File: src/design/jos_pkg.sv
// Shared constants and types for the Josephus elimination block.
// No dependencies; imported by the controller and the top level.
package jos_pkg;

	localparam int MAX_PEOPLE_DEF = 64;
	localparam int VALUE_W        = 32;
	localparam int STEP_W         = 10;
	localparam int PDATA_W        = 32;
	localparam int PADDR_W        = 3;

	localparam logic [STEP_W-1:0] STEP_RESET = 10'd2;

	// register index, taken from paddr[2]
	localparam logic REG_STEP = 1'b0;

	typedef enum logic [1:0] {
		ST_LOAD,
		ST_CLOSE,
		ST_ISSUE,
		ST_USE
	} jos_state_t;

endpackage

File: src/design/josephus_elimination_order.sv
// Top level of the Josephus elimination block: configuration register,
// sequencer and the value and link RAMs. Depends on jos_pkg, jos_ctrl, jos_ram.
//
//   channel   direction  handshake           payload
//   request   in         req_valid/req_stall person_value, last_person
//   result    out        rsp_valid/rsp_stall out_value, is_survivor, overflowed
//   config    in         APB psel/penable    paddr, pwdata, prdata (step_count)
//
// Loading accepts one person per cycle. A run then closes the ring and follows
// each link and gives each result through the ISSUE and USE states in turn, as
// the link RAM has registered read data and each read depends on the last. No
// requests are taken during a run. Reset clears the loaded count and overflow
// flag; the RAMs need no clearing. A stalled result holds the sequencer only
// when the next result is ready.
module josephus_elimination_order #(
	parameter int MAX_PEOPLE = jos_pkg::MAX_PEOPLE_DEF
) (
	input  logic                                clk,
	input  logic                                arst_n,
	input  logic                                psel,
	input  logic                                penable,
	input  logic                                pwrite,
	input  logic [jos_pkg::PADDR_W-1:0]         paddr,
	input  logic [jos_pkg::PDATA_W-1:0]         pwdata,
	output logic [jos_pkg::PDATA_W-1:0]         prdata,
	output logic                                pready,
	input  logic                                req_valid,
	output logic                                req_stall,
	input  logic signed [jos_pkg::VALUE_W-1:0]  person_value,
	input  logic                                last_person,
	output logic                                rsp_valid,
	input  logic                                rsp_stall,
	output logic signed [jos_pkg::VALUE_W-1:0]  out_value,
	output logic                                is_survivor,
	output logic                                overflowed
);

	import jos_pkg::*;

	localparam int AW = $clog2(MAX_PEOPLE);

	logic [STEP_W-1:0]  step_q;
	logic               cfg_wr;
	logic               val_we;
	logic               link_we;
	logic [AW-1:0]      waddr;
	logic [VALUE_W-1:0] val_wdata;
	logic [AW-1:0]      link_wdata;
	logic               mem_re;
	logic [AW-1:0]      raddr;
	logic [VALUE_W-1:0] val_rdata;
	logic [AW-1:0]      link_rdata;

	assign pready = 1'b1;
	assign cfg_wr = psel && penable && pwrite && pready && (paddr[2] == REG_STEP);

	always_ff @(posedge clk or negedge arst_n) begin
		if (!arst_n) begin
			step_q <= STEP_RESET;
		end else if (cfg_wr) begin
			step_q <= pwdata[STEP_W-1:0];
		end
	end

	assign prdata = (paddr[2] == REG_STEP) ? PDATA_W'(step_q) : '0;

	jos_ctrl #(
		.MAX_PEOPLE(MAX_PEOPLE)
	) u_ctrl (
		.clk         (clk),
		.arst_n      (arst_n),
		.step_count  (step_q),
		.req_valid   (req_valid),
		.req_stall   (req_stall),
		.person_value(person_value),
		.last_person (last_person),
		.rsp_valid   (rsp_valid),
		.rsp_stall   (rsp_stall),
		.out_value   (out_value),
		.is_survivor (is_survivor),
		.overflowed  (overflowed),
		.val_we      (val_we),
		.link_we     (link_we),
		.waddr       (waddr),
		.val_wdata   (val_wdata),
		.link_wdata  (link_wdata),
		.mem_re      (mem_re),
		.raddr       (raddr),
		.val_rdata   (val_rdata),
		.link_rdata  (link_rdata)
	);

	jos_ram #(
		.WIDTH(VALUE_W),
		.DEPTH(MAX_PEOPLE)
	) u_val_ram (
		.clk  (clk),
		.we   (val_we),
		.waddr(waddr),
		.wdata(val_wdata),
		.re   (mem_re),
		.raddr(raddr),
		.rdata(val_rdata)
	);

	jos_ram #(
		.WIDTH(AW),
		.DEPTH(MAX_PEOPLE)
	) u_link_ram (
		.clk  (clk),
		.we   (link_we),
		.waddr(waddr),
		.wdata(link_wdata),
		.re   (mem_re),
		.raddr(raddr),
		.rdata(link_rdata)
	);

endmodule

File: src/design/jos_ram.sv
// Simple dual-port synchronous RAM: one write port, one read port,
// registered read data. No dependencies.
module jos_ram #(
	parameter int WIDTH = 32,
	parameter int DEPTH = 64
) (
	input  logic                     clk,
	input  logic                     we,
	input  logic [$clog2(DEPTH)-1:0] waddr,
	input  logic [WIDTH-1:0]         wdata,
	input  logic                     re,
	input  logic [$clog2(DEPTH)-1:0] raddr,
	output logic [WIDTH-1:0]         rdata
);

	logic [WIDTH-1:0] mem [DEPTH];

	always_ff @(posedge clk) begin
		if (we) begin
			mem[waddr] <= wdata;
		end
	end

	always_ff @(posedge clk) begin
		if (re) begin
			rdata <= mem[raddr];
		end
	end

endmodule

File: src/design/jos_ctrl.sv
// Load and elimination sequencer: appends people, then walks the link RAM
// and removes every step-th person. Depends on jos_pkg; drives two jos_ram.
module jos_ctrl #(
	parameter int MAX_PEOPLE = jos_pkg::MAX_PEOPLE_DEF,
	parameter int AW         = $clog2(MAX_PEOPLE),
	parameter int CNT_W      = $clog2(MAX_PEOPLE + 1)
) (
	input  logic                                clk,
	input  logic                                arst_n,
	input  logic [jos_pkg::STEP_W-1:0]          step_count,
	input  logic                                req_valid,
	output logic                                req_stall,
	input  logic signed [jos_pkg::VALUE_W-1:0]  person_value,
	input  logic                                last_person,
	output logic                                rsp_valid,
	input  logic                                rsp_stall,
	output logic signed [jos_pkg::VALUE_W-1:0]  out_value,
	output logic                                is_survivor,
	output logic                                overflowed,
	output logic                                val_we,
	output logic                                link_we,
	output logic [AW-1:0]                       waddr,
	output logic [jos_pkg::VALUE_W-1:0]         val_wdata,
	output logic [AW-1:0]                       link_wdata,
	output logic                                mem_re,
	output logic [AW-1:0]                       raddr,
	input  logic [jos_pkg::VALUE_W-1:0]         val_rdata,
	input  logic [AW-1:0]                       link_rdata
);

	import jos_pkg::*;

	jos_state_t          state_q, state_d;
	logic [CNT_W-1:0]    count_q, count_d;
	logic                ovf_q, ovf_d;
	logic [AW-1:0]       curr_q, curr_d;
	logic [AW-1:0]       prev_q, prev_d;
	logic [CNT_W-1:0]    remain_q, remain_d;
	logic [STEP_W-1:0]   hops_q, hops_d;
	logic                out_valid_q, out_valid_d;
	logic [VALUE_W-1:0]  out_value_q, out_value_d;
	logic                out_surv_q, out_surv_d;
	logic                out_ovf_q, out_ovf_d;
	logic                req_acc;
	logic                full;
	logic                slot_free;
	logic [STEP_W-1:0]   hops_init;

	assign req_stall = (state_q != ST_LOAD);
	assign req_acc   = req_valid && !req_stall;
	assign full      = (count_q == CNT_W'(MAX_PEOPLE));
	assign slot_free = !out_valid_q || !rsp_stall;
	// a step of zero acts as a step of one
	assign hops_init = (step_count == '0) ? '0 : step_count - 1'b1;

	assign rsp_valid   = out_valid_q;
	assign out_value   = $signed(out_value_q);
	assign is_survivor = out_surv_q;
	assign overflowed  = out_ovf_q;

	always_ff @(posedge clk or negedge arst_n) begin
		if (!arst_n) begin
			state_q     <= ST_LOAD;
			count_q     <= '0;
			ovf_q       <= 1'b0;
			out_valid_q <= 1'b0;
		end else begin
			state_q     <= state_d;
			count_q     <= count_d;
			ovf_q       <= ovf_d;
			out_valid_q <= out_valid_d;
		end
	end

	always_ff @(posedge clk) begin
		curr_q      <= curr_d;
		prev_q      <= prev_d;
		remain_q    <= remain_d;
		hops_q      <= hops_d;
		out_value_q <= out_value_d;
		out_surv_q  <= out_surv_d;
		out_ovf_q   <= out_ovf_d;
	end

	always_comb begin
		state_d     = state_q;
		count_d     = count_q;
		ovf_d       = ovf_q;
		curr_d      = curr_q;
		prev_d      = prev_q;
		remain_d    = remain_q;
		hops_d      = hops_q;
		out_valid_d = out_valid_q && rsp_stall;
		out_value_d = out_value_q;
		out_surv_d  = out_surv_q;
		out_ovf_d   = out_ovf_q;
		val_we      = 1'b0;
		link_we     = 1'b0;
		waddr       = count_q[AW-1:0];
		val_wdata   = person_value;
		link_wdata  = AW'(count_q + 1'b1);
		mem_re      = 1'b0;
		raddr       = curr_q;

		case (state_q)
			ST_LOAD: begin
				if (req_acc) begin
					if (!full) begin
						val_we  = 1'b1;
						link_we = 1'b1;
						count_d = CNT_W'(count_q + 1'b1);
					end else begin
						ovf_d = 1'b1;
					end
					if (last_person) begin
						state_d = ST_CLOSE;
					end
				end
			end
			ST_CLOSE: begin
				// close the ring: last loaded person points back to the first
				link_we    = 1'b1;
				waddr      = AW'(count_q - 1'b1);
				link_wdata = '0;
				curr_d     = '0;
				prev_d     = AW'(count_q - 1'b1);
				remain_d   = count_q;
				hops_d     = (count_q == CNT_W'(1)) ? '0 : hops_init;
				state_d    = ST_ISSUE;
			end
			ST_ISSUE: begin
				mem_re  = 1'b1;
				state_d = ST_USE;
			end
			ST_USE: begin
				if (hops_q != '0) begin
					prev_d  = curr_q;
					curr_d  = link_rdata;
					hops_d  = hops_q - 1'b1;
					state_d = ST_ISSUE;
				end else if (slot_free) begin
					out_valid_d = 1'b1;
					out_value_d = val_rdata;
					out_surv_d  = (remain_q == CNT_W'(1));
					out_ovf_d   = ovf_q;
					if (remain_q == CNT_W'(1)) begin
						count_d = '0;
						ovf_d   = 1'b0;
						state_d = ST_LOAD;
					end else begin
						// unlink the removed person; written before the next read is issued
						link_we    = 1'b1;
						waddr      = prev_q;
						link_wdata = link_rdata;
						curr_d     = link_rdata;
						remain_d   = remain_q - 1'b1;
						hops_d     = (remain_q == CNT_W'(2)) ? '0 : hops_init;
						state_d    = ST_ISSUE;
					end
				end
			end
			default: begin
				state_d = ST_LOAD;
			end
		endcase
	end

	a_count_bound: assert property (@(posedge clk) disable iff (!arst_n)
		count_q <= CNT_W'(MAX_PEOPLE))
		else $error("loaded count beyond storage depth");

	a_run_remaining: assert property (@(posedge clk) disable iff (!arst_n)
		(state_q == ST_ISSUE || state_q == ST_USE) |-> remain_q != '0 && remain_q <= count_q)
		else $error("remaining count out of range during run");

	a_curr_loaded: assert property (@(posedge clk) disable iff (!arst_n)
		(state_q == ST_ISSUE || state_q == ST_USE) |-> CNT_W'(curr_q) < count_q)
		else $error("walk left the loaded entries");

	a_survivor_ends: assert property (@(posedge clk) disable iff (!arst_n)
		(state_q == ST_USE && hops_q == '0 && slot_free && remain_q == CNT_W'(1))
		|=> state_q == ST_LOAD && count_q == '0 && !ovf_q && out_valid_q && out_surv_q)
		else $error("survivor result did not end the run");

endmodule
File: config.mk
export PLATFORM = sky130hd
export DESIGN_NAME = josephus_elimination_order
export DESIGN_NICKNAME = d
export VERILOG_FILES = /design/src/design/jos_pkg.sv /design/src/design/josephus_elimination_order.sv /design/src/design/jos_ram.sv /design/src/design/jos_ctrl.sv
export SDC_FILE = /design/constraint.sdc
export NUM_CORES = 2
export LEC_CHECK = 0
export CORE_AREA = 2 2 426 428
export DETAILED_ROUTE_END_ITERATION = 7
export DIE_AREA = 0 0 428 430
export DONT_BUFFER_PORTS = 1
export PLACE_DENSITY = 0.7
export REMOVE_ABC_BUFFERS = 1
export SYNTH_ARGS = -nofsm -noshare
export SYNTH_HDL_FRONTEND = slang
export SYNTH_SLANG_ARGS = --single-unit
export TNS_END_PERCENT = 10
File: constraint.sdc
create_clock -name clk -period 6 [get_ports clk]
set_input_delay 0.6 -clock clk [delete_from_list [all_inputs] [get_ports clk]]
set_output_delay 0.6 -clock clk [all_outputs]
set_load 0.02 [all_outputs]
==> flow_summary.html <==
<table>
<tr><th>Metric</th><th>Value</th></tr>
<tr><th colspan="2">Outcome</th></tr>
<tr><td>Outcome</td><td>completed</td></tr>
<tr><th colspan="2">CTS</th></tr>
<tr><td>Clock sink total</td><td>2554</td></tr>
<tr><td>Clock-pin slew reported for the worst setup and hold paths after clock tree synthesis</td><td>60 ps</td></tr>
<tr><td>TritonCTS clock tree</td><td>done</td></tr>
<tr><td>Largest buffer count on any clock path</td><td>3</td></tr>
<tr><td>CTS resizes</td><td>0</td></tr>
<tr><td>Number of buffers added for setup after CTS</td><td>0</td></tr>
<tr><td>Number of buffers created by CTS</td><td>238</td></tr>
<tr><td>H-tree depth reported by CTS</td><td>4</td></tr>
<tr><td>Clock tree root driver cell</td><td>clkbuf_16</td></tr>
<tr><td>Insertion delay of the later-clocked pin in the worst-skew pair</td><td>870 ps</td></tr>
<tr><th colspan="2">Timing</th></tr>
<tr><td>Worst hold slack after final layout</td><td>117 ps</td></tr>
<tr><td>Min Tclk post-route</td><td>5030 ps</td></tr>
<tr><td>Worst Max-Slew Pin Slew</td><td>1270 ps</td></tr>
<tr><td>Setup Viol. Count Final</td><td>0</td></tr>
<tr><td>Final critical-path setup slack</td><td>973 ps</td></tr>
<tr><td>Worst slew slack as a fraction of its limit</td><td>0.147</td></tr>
<tr><td>Hold Violations, Final</td><td>0</td></tr>
<tr><td>Final number of max-transition violations</td><td>0</td></tr>
<tr><td>Final period util</td><td>0.838</td></tr>
<tr><td>Layout Skew</td><td>41.7 ps</td></tr>
<tr><td>Highest attainable clock frequency</td><td>0.199 GHz</td></tr>
<tr><td>Unrepaired setup endpoints after global routing</td><td>false</td></tr>
<tr><th colspan="2">Synthesis</th></tr>
<tr><td>Share of async-settable or async-resettable flops after synthesis</td><td>0.00822</td></tr>
<tr><td>Synthesized area per cell</td><td>22.5 um2</td></tr>
<tr><td>Most used standard cells in the synthesized netlist</td><td>edfxtp_1, mux4_2, mux2i_1</td></tr>
<tr><td>Number of enable flip-flop cells after synthesis</td><td>2533</td></tr>
<tr><td>Post-Syn Area</td><td>0.0983 mm2</td></tr>
<tr><td>Number of instances in the synthesized netlist</td><td>4370</td></tr>
<tr><td>Netlist cell types</td><td>62</td></tr>
<tr><td>Biggest area consumer among synthesized cells</td><td>edfxtp_1</td></tr>
<tr><td>Count of synthesis-stage warnings from yosys</td><td>0</td></tr>
<tr><td>Synth top area share</td><td>0.774</td></tr>
<tr><td>Synth Register Bits</td><td>2554</td></tr>
<tr><td>Most common cell in the netlist</td><td>edfxtp_1</td></tr>
<tr><td>Sequential element share of the synthesized area</td><td>0.779</td></tr>
<tr><td>Primary flip-flop cell chosen by synthesis mapping</td><td>edfxtp_1</td></tr>
<tr><td>Top cells by area in the synthesized netlist</td><td>edfxtp_1, mux4_2, mux2i_1, o22ai_1, nor3_1</td></tr>
<tr><th colspan="2">GRT</th></tr>
<tr><td>Global-route met3 utilization</td><td>0.0476</td></tr>
<tr><td>Met1 Track Usage GR</td><td>0.346</td></tr>
<tr><td>Overall fraction of global-route tracks in use</td><td>0.251</td></tr>
<tr><td>Wire length of the first global-routing pass</td><td>331000 um</td></tr>
<tr><td>Busiest grt layer</td><td>met2</td></tr>
<tr><td>Met2 usage in global routing</td><td>0.414</td></tr>
<tr><td>Pin count of the biggest net entering global routing</td><td>120</td></tr>
<tr><td>Antenna violations before repair</td><td>11</td></tr>
<tr><td>Via count of the first global-routing pass</td><td>46100</td></tr>
<tr><td>Final global-route overflow total</td><td>0</td></tr>
<tr><th colspan="2">Worst setup path</th></tr>
<tr><td>Arrival time at the worst endpoint</td><td>5510 ps</td></tr>
<tr><td>Worst reg2reg path startpoint</td><td>u_ctrl.hops_q[5]</td></tr>
<tr><td>Worst stage delay on the critical path</td><td>1150 ps</td></tr>
<tr><td>Required @ worst endpoint</td><td>6490 ps</td></tr>
<tr><td>Type of the setup path with the least slack</td><td>flop to flop</td></tr>
<tr><td>Largest fanout on the critical path</td><td>22</td></tr>
<tr><td>Startpoint type of the worst setup path</td><td>flop</td></tr>
<tr><td>Critical Path End Type</td><td>flop</td></tr>
<tr><td>Count of buffer and inverter cells on the critical path</td><td>1</td></tr>
<tr><td>Setup slack on the worst flop-to-flop path</td><td>970 ps</td></tr>
<tr><td>Slowest cell on the critical path</td><td>nor3_2</td></tr>
<tr><td>Crit. Startpoint</td><td>u_ctrl.hops_q[5]</td></tr>
<tr><td>Worst path top cell family by delay</td><td>simple AND/OR/NAND/NOR gates</td></tr>
<tr><td>Ordered list of cells on the worst path</td><td>or4_4 -&gt; a311oi_4 -&gt; nand3_1 -&gt; a221oi_2 -&gt; nand2b_2 -&gt; nor3_2 -&gt; buf_4</td></tr>
<tr><th colspan="2">Detailed routing</th></tr>
<tr><td>Wirelength, routed</td><td>231000 um</td></tr>
<tr><td>Count of TritonRoute iterations in the first routing pass</td><td>6</td></tr>
<tr><td>First-iteration detailed-routing DRC count</td><td>6305</td></tr>
<tr><td>Final antenna-violating net count</td><td>0</td></tr>
<tr><td>Mean routed wirelength per cell</td><td>32.3 um</td></tr>
<tr><td>Via total after detailed routing</td><td>46100</td></tr>
<tr><td>Average vias per placed instance</td><td>6.46</td></tr>
<tr><td>Total DRC errors in the routed layout</td><td>0</td></tr>
<tr><th colspan="2">Power</th></tr>
<tr><td>Share of total power in the clock network</td><td>0.348</td></tr>
<tr><td>Cell internal pwr</td><td>31.5 mW</td></tr>
<tr><td>Switching power</td><td>10.9 mW</td></tr>
<tr><td>Combinational cell fraction of total power</td><td>0.178</td></tr>
<tr><td>Proportion of total power due to net switching</td><td>0.257</td></tr>
<tr><td>Worst supply voltage drop on vdd</td><td>0.000318 V</td></tr>
<tr><td>Total power divided by cell area</td><td>383 mW/mm2</td></tr>
<tr><td>Leakage power summed over all cells</td><td>35.6 nW</td></tr>
<tr><td>Sequential share of power</td><td>0.473</td></tr>
<tr><th colspan="2">Finish</th></tr>
<tr><td>Area taken by flip-flops and latches</td><td>0.0766 mm2</td></tr>
<tr><td>Final #Nets</td><td>4641</td></tr>
<tr><td>Layout-stage area growth over the synthesis result</td><td>12.6%</td></tr>
<tr><td>Share of post-route cells with drive strength above 1</td><td>0.260</td></tr>
<tr><td>Area used by multi-input combinational logic</td><td>0.0210 mm2</td></tr>
<tr><td>Filler instances</td><td>11900</td></tr>
<tr><th colspan="2">Die</th></tr>
<tr><td>Horizontal die dimension</td><td>428 um</td></tr>
<tr><td>Total I/O pin count</td><td>144</td></tr>
<tr><td>Placement row count</td><td>156</td></tr>
<tr><td>Starting utilization of the core area</td><td>0.547</td></tr>
<tr><td>Die boundary height</td><td>430 um</td></tr>
<tr><td>Core outline area</td><td>0.180 mm2</td></tr>
<tr><td>Die area</td><td>0.184 mm2</td></tr>
<tr><th colspan="2">Place</th></tr>
<tr><td>Port Buffers</td><td>0</td></tr>
<tr><td>Worst slack at placement</td><td>1050 ps</td></tr>
<tr><td>Hpwl dp</td><td>129000 um</td></tr>
<tr><td>GPL Wtd Cong</td><td>0.830</td></tr>
<tr><th colspan="2">Worst hold path</th></tr>
<tr><td>Path type of the worst min-delay path</td><td>primary input to flop</td></tr>
<tr><td>Hold path startpoint</td><td>person_value[30]</td></tr>
<tr><th colspan="2">Run</th></tr>
<tr><td>Total of max-cap violations</td><td>0</td></tr>
</table>
## logic make-up (layout without fill, tap and decap cells)
| family | after synthesis | count (layout) | synth area share |
|---|---|---|---|
| fa+ha+maj | 11 | 11 | 0.00140 |
| buf+inv | 297 | 667 | 0.0128 |
| simple gates | 329 | 329 | 0.0181 |
| compound gates | 231 | 231 | 0.0151 |
| flops | 2554 | 2554 | 0.779 |
| xor+xnor | 24 | 24 | 0.00214 |
| other cells | 2 | 27 | 0.0000764 |
| mux | 922 | 922 | 0.171 |
## metrics by stage
stage                     setup TNS, ps  power (mW)   util  instances  instance area [um2]
after floorplan                 -762380        27.0      -       4116                97200
after CTS                             0        42.7  0.616       7131               111000
final                                 0        42.4  0.616       7135               111000
after global placement                0        27.7  0.567       6638               102000
after detailed placement              0        27.7  0.567       6638               102000
after global routing                  0        43.6  0.616       7132               111000
## power by group through the flow
stage	sequential (mW)	clock [mW]	combinational, mW
after floorplan	21.1	0	5.87
after global placement	20.4	0	7.25
after detailed placement	20.4	0	7.30
after CTS	20.1	14.9	7.65
after global routing	20.1	15.6	7.95
final	20.1	14.8	7.55
## registers in the layout, summed over array words and instances (netlist names), 7 cells and up
signal,count
u_val_ram.mem,2048
u_link_ram.mem,384
u_ctrl.out_value,32
u_val_ram.rdata,32
step_q,10
u_ctrl.hops_q,10
u_ctrl.count_q,7
u_ctrl.remain_q,7
## cell usage in the layout, fill, tap and decap left out, types with 20 or more instances in the layout
cell and instances:
buf_4 136, nor3_2 52, inv_1 21, edfxtp_1 2533
bufinv_16 22, o22ai_1 164, o21ai_0 20, mux2i_1 304
clkinv_2 50, clkinv_1 65, buf_16 32, conb_1 23
clkbuf_1 46, or4_1 42, clkbuf_16 242, nor3_1 68
nand2_1 41, mux4_2 608, nor2_1 32, dfrtp_1 20
## layout make-up
type	instances	share of cell area
Clock inverter	156	0.0125
Multi-Input combinational cell	1540	0.190
Antenna cell	4	0.0000904
Tap cell	2370	0.0268
Sequential cell	2554	0.692
Inverter	22	0.000757
Timing Repair Buffer	199	0.0215
Clock buffer	290	0.0565
## worst paths after layout
path	endpoint	depth (start not counted)
max reg2reg	u_val_ram.mem[39][29]	7
max in group asynchronous	step_q[1]	2
min reg2reg	u_ctrl.out_value[3]	0
min in group asynchronous	u_ctrl.count_q[3]	2
min	u_val_ram.mem[57][30]	1
max	u_val_ram.mem[39][29]	7
## routing by layer
layer  up-vias  share of wire
met1     24700           0.38
met4        10          0.030
met5         -        0.00027
met2      2157           0.50
li1      18900              -
met3       347          0.085
## timing repair
action,CTS,global route
hold buffers,47,0
endpoints found under the hold margin,2082,0
endpoints found under the setup margin,0,0
Note: power is estimated with default switching activity, not from simulation.
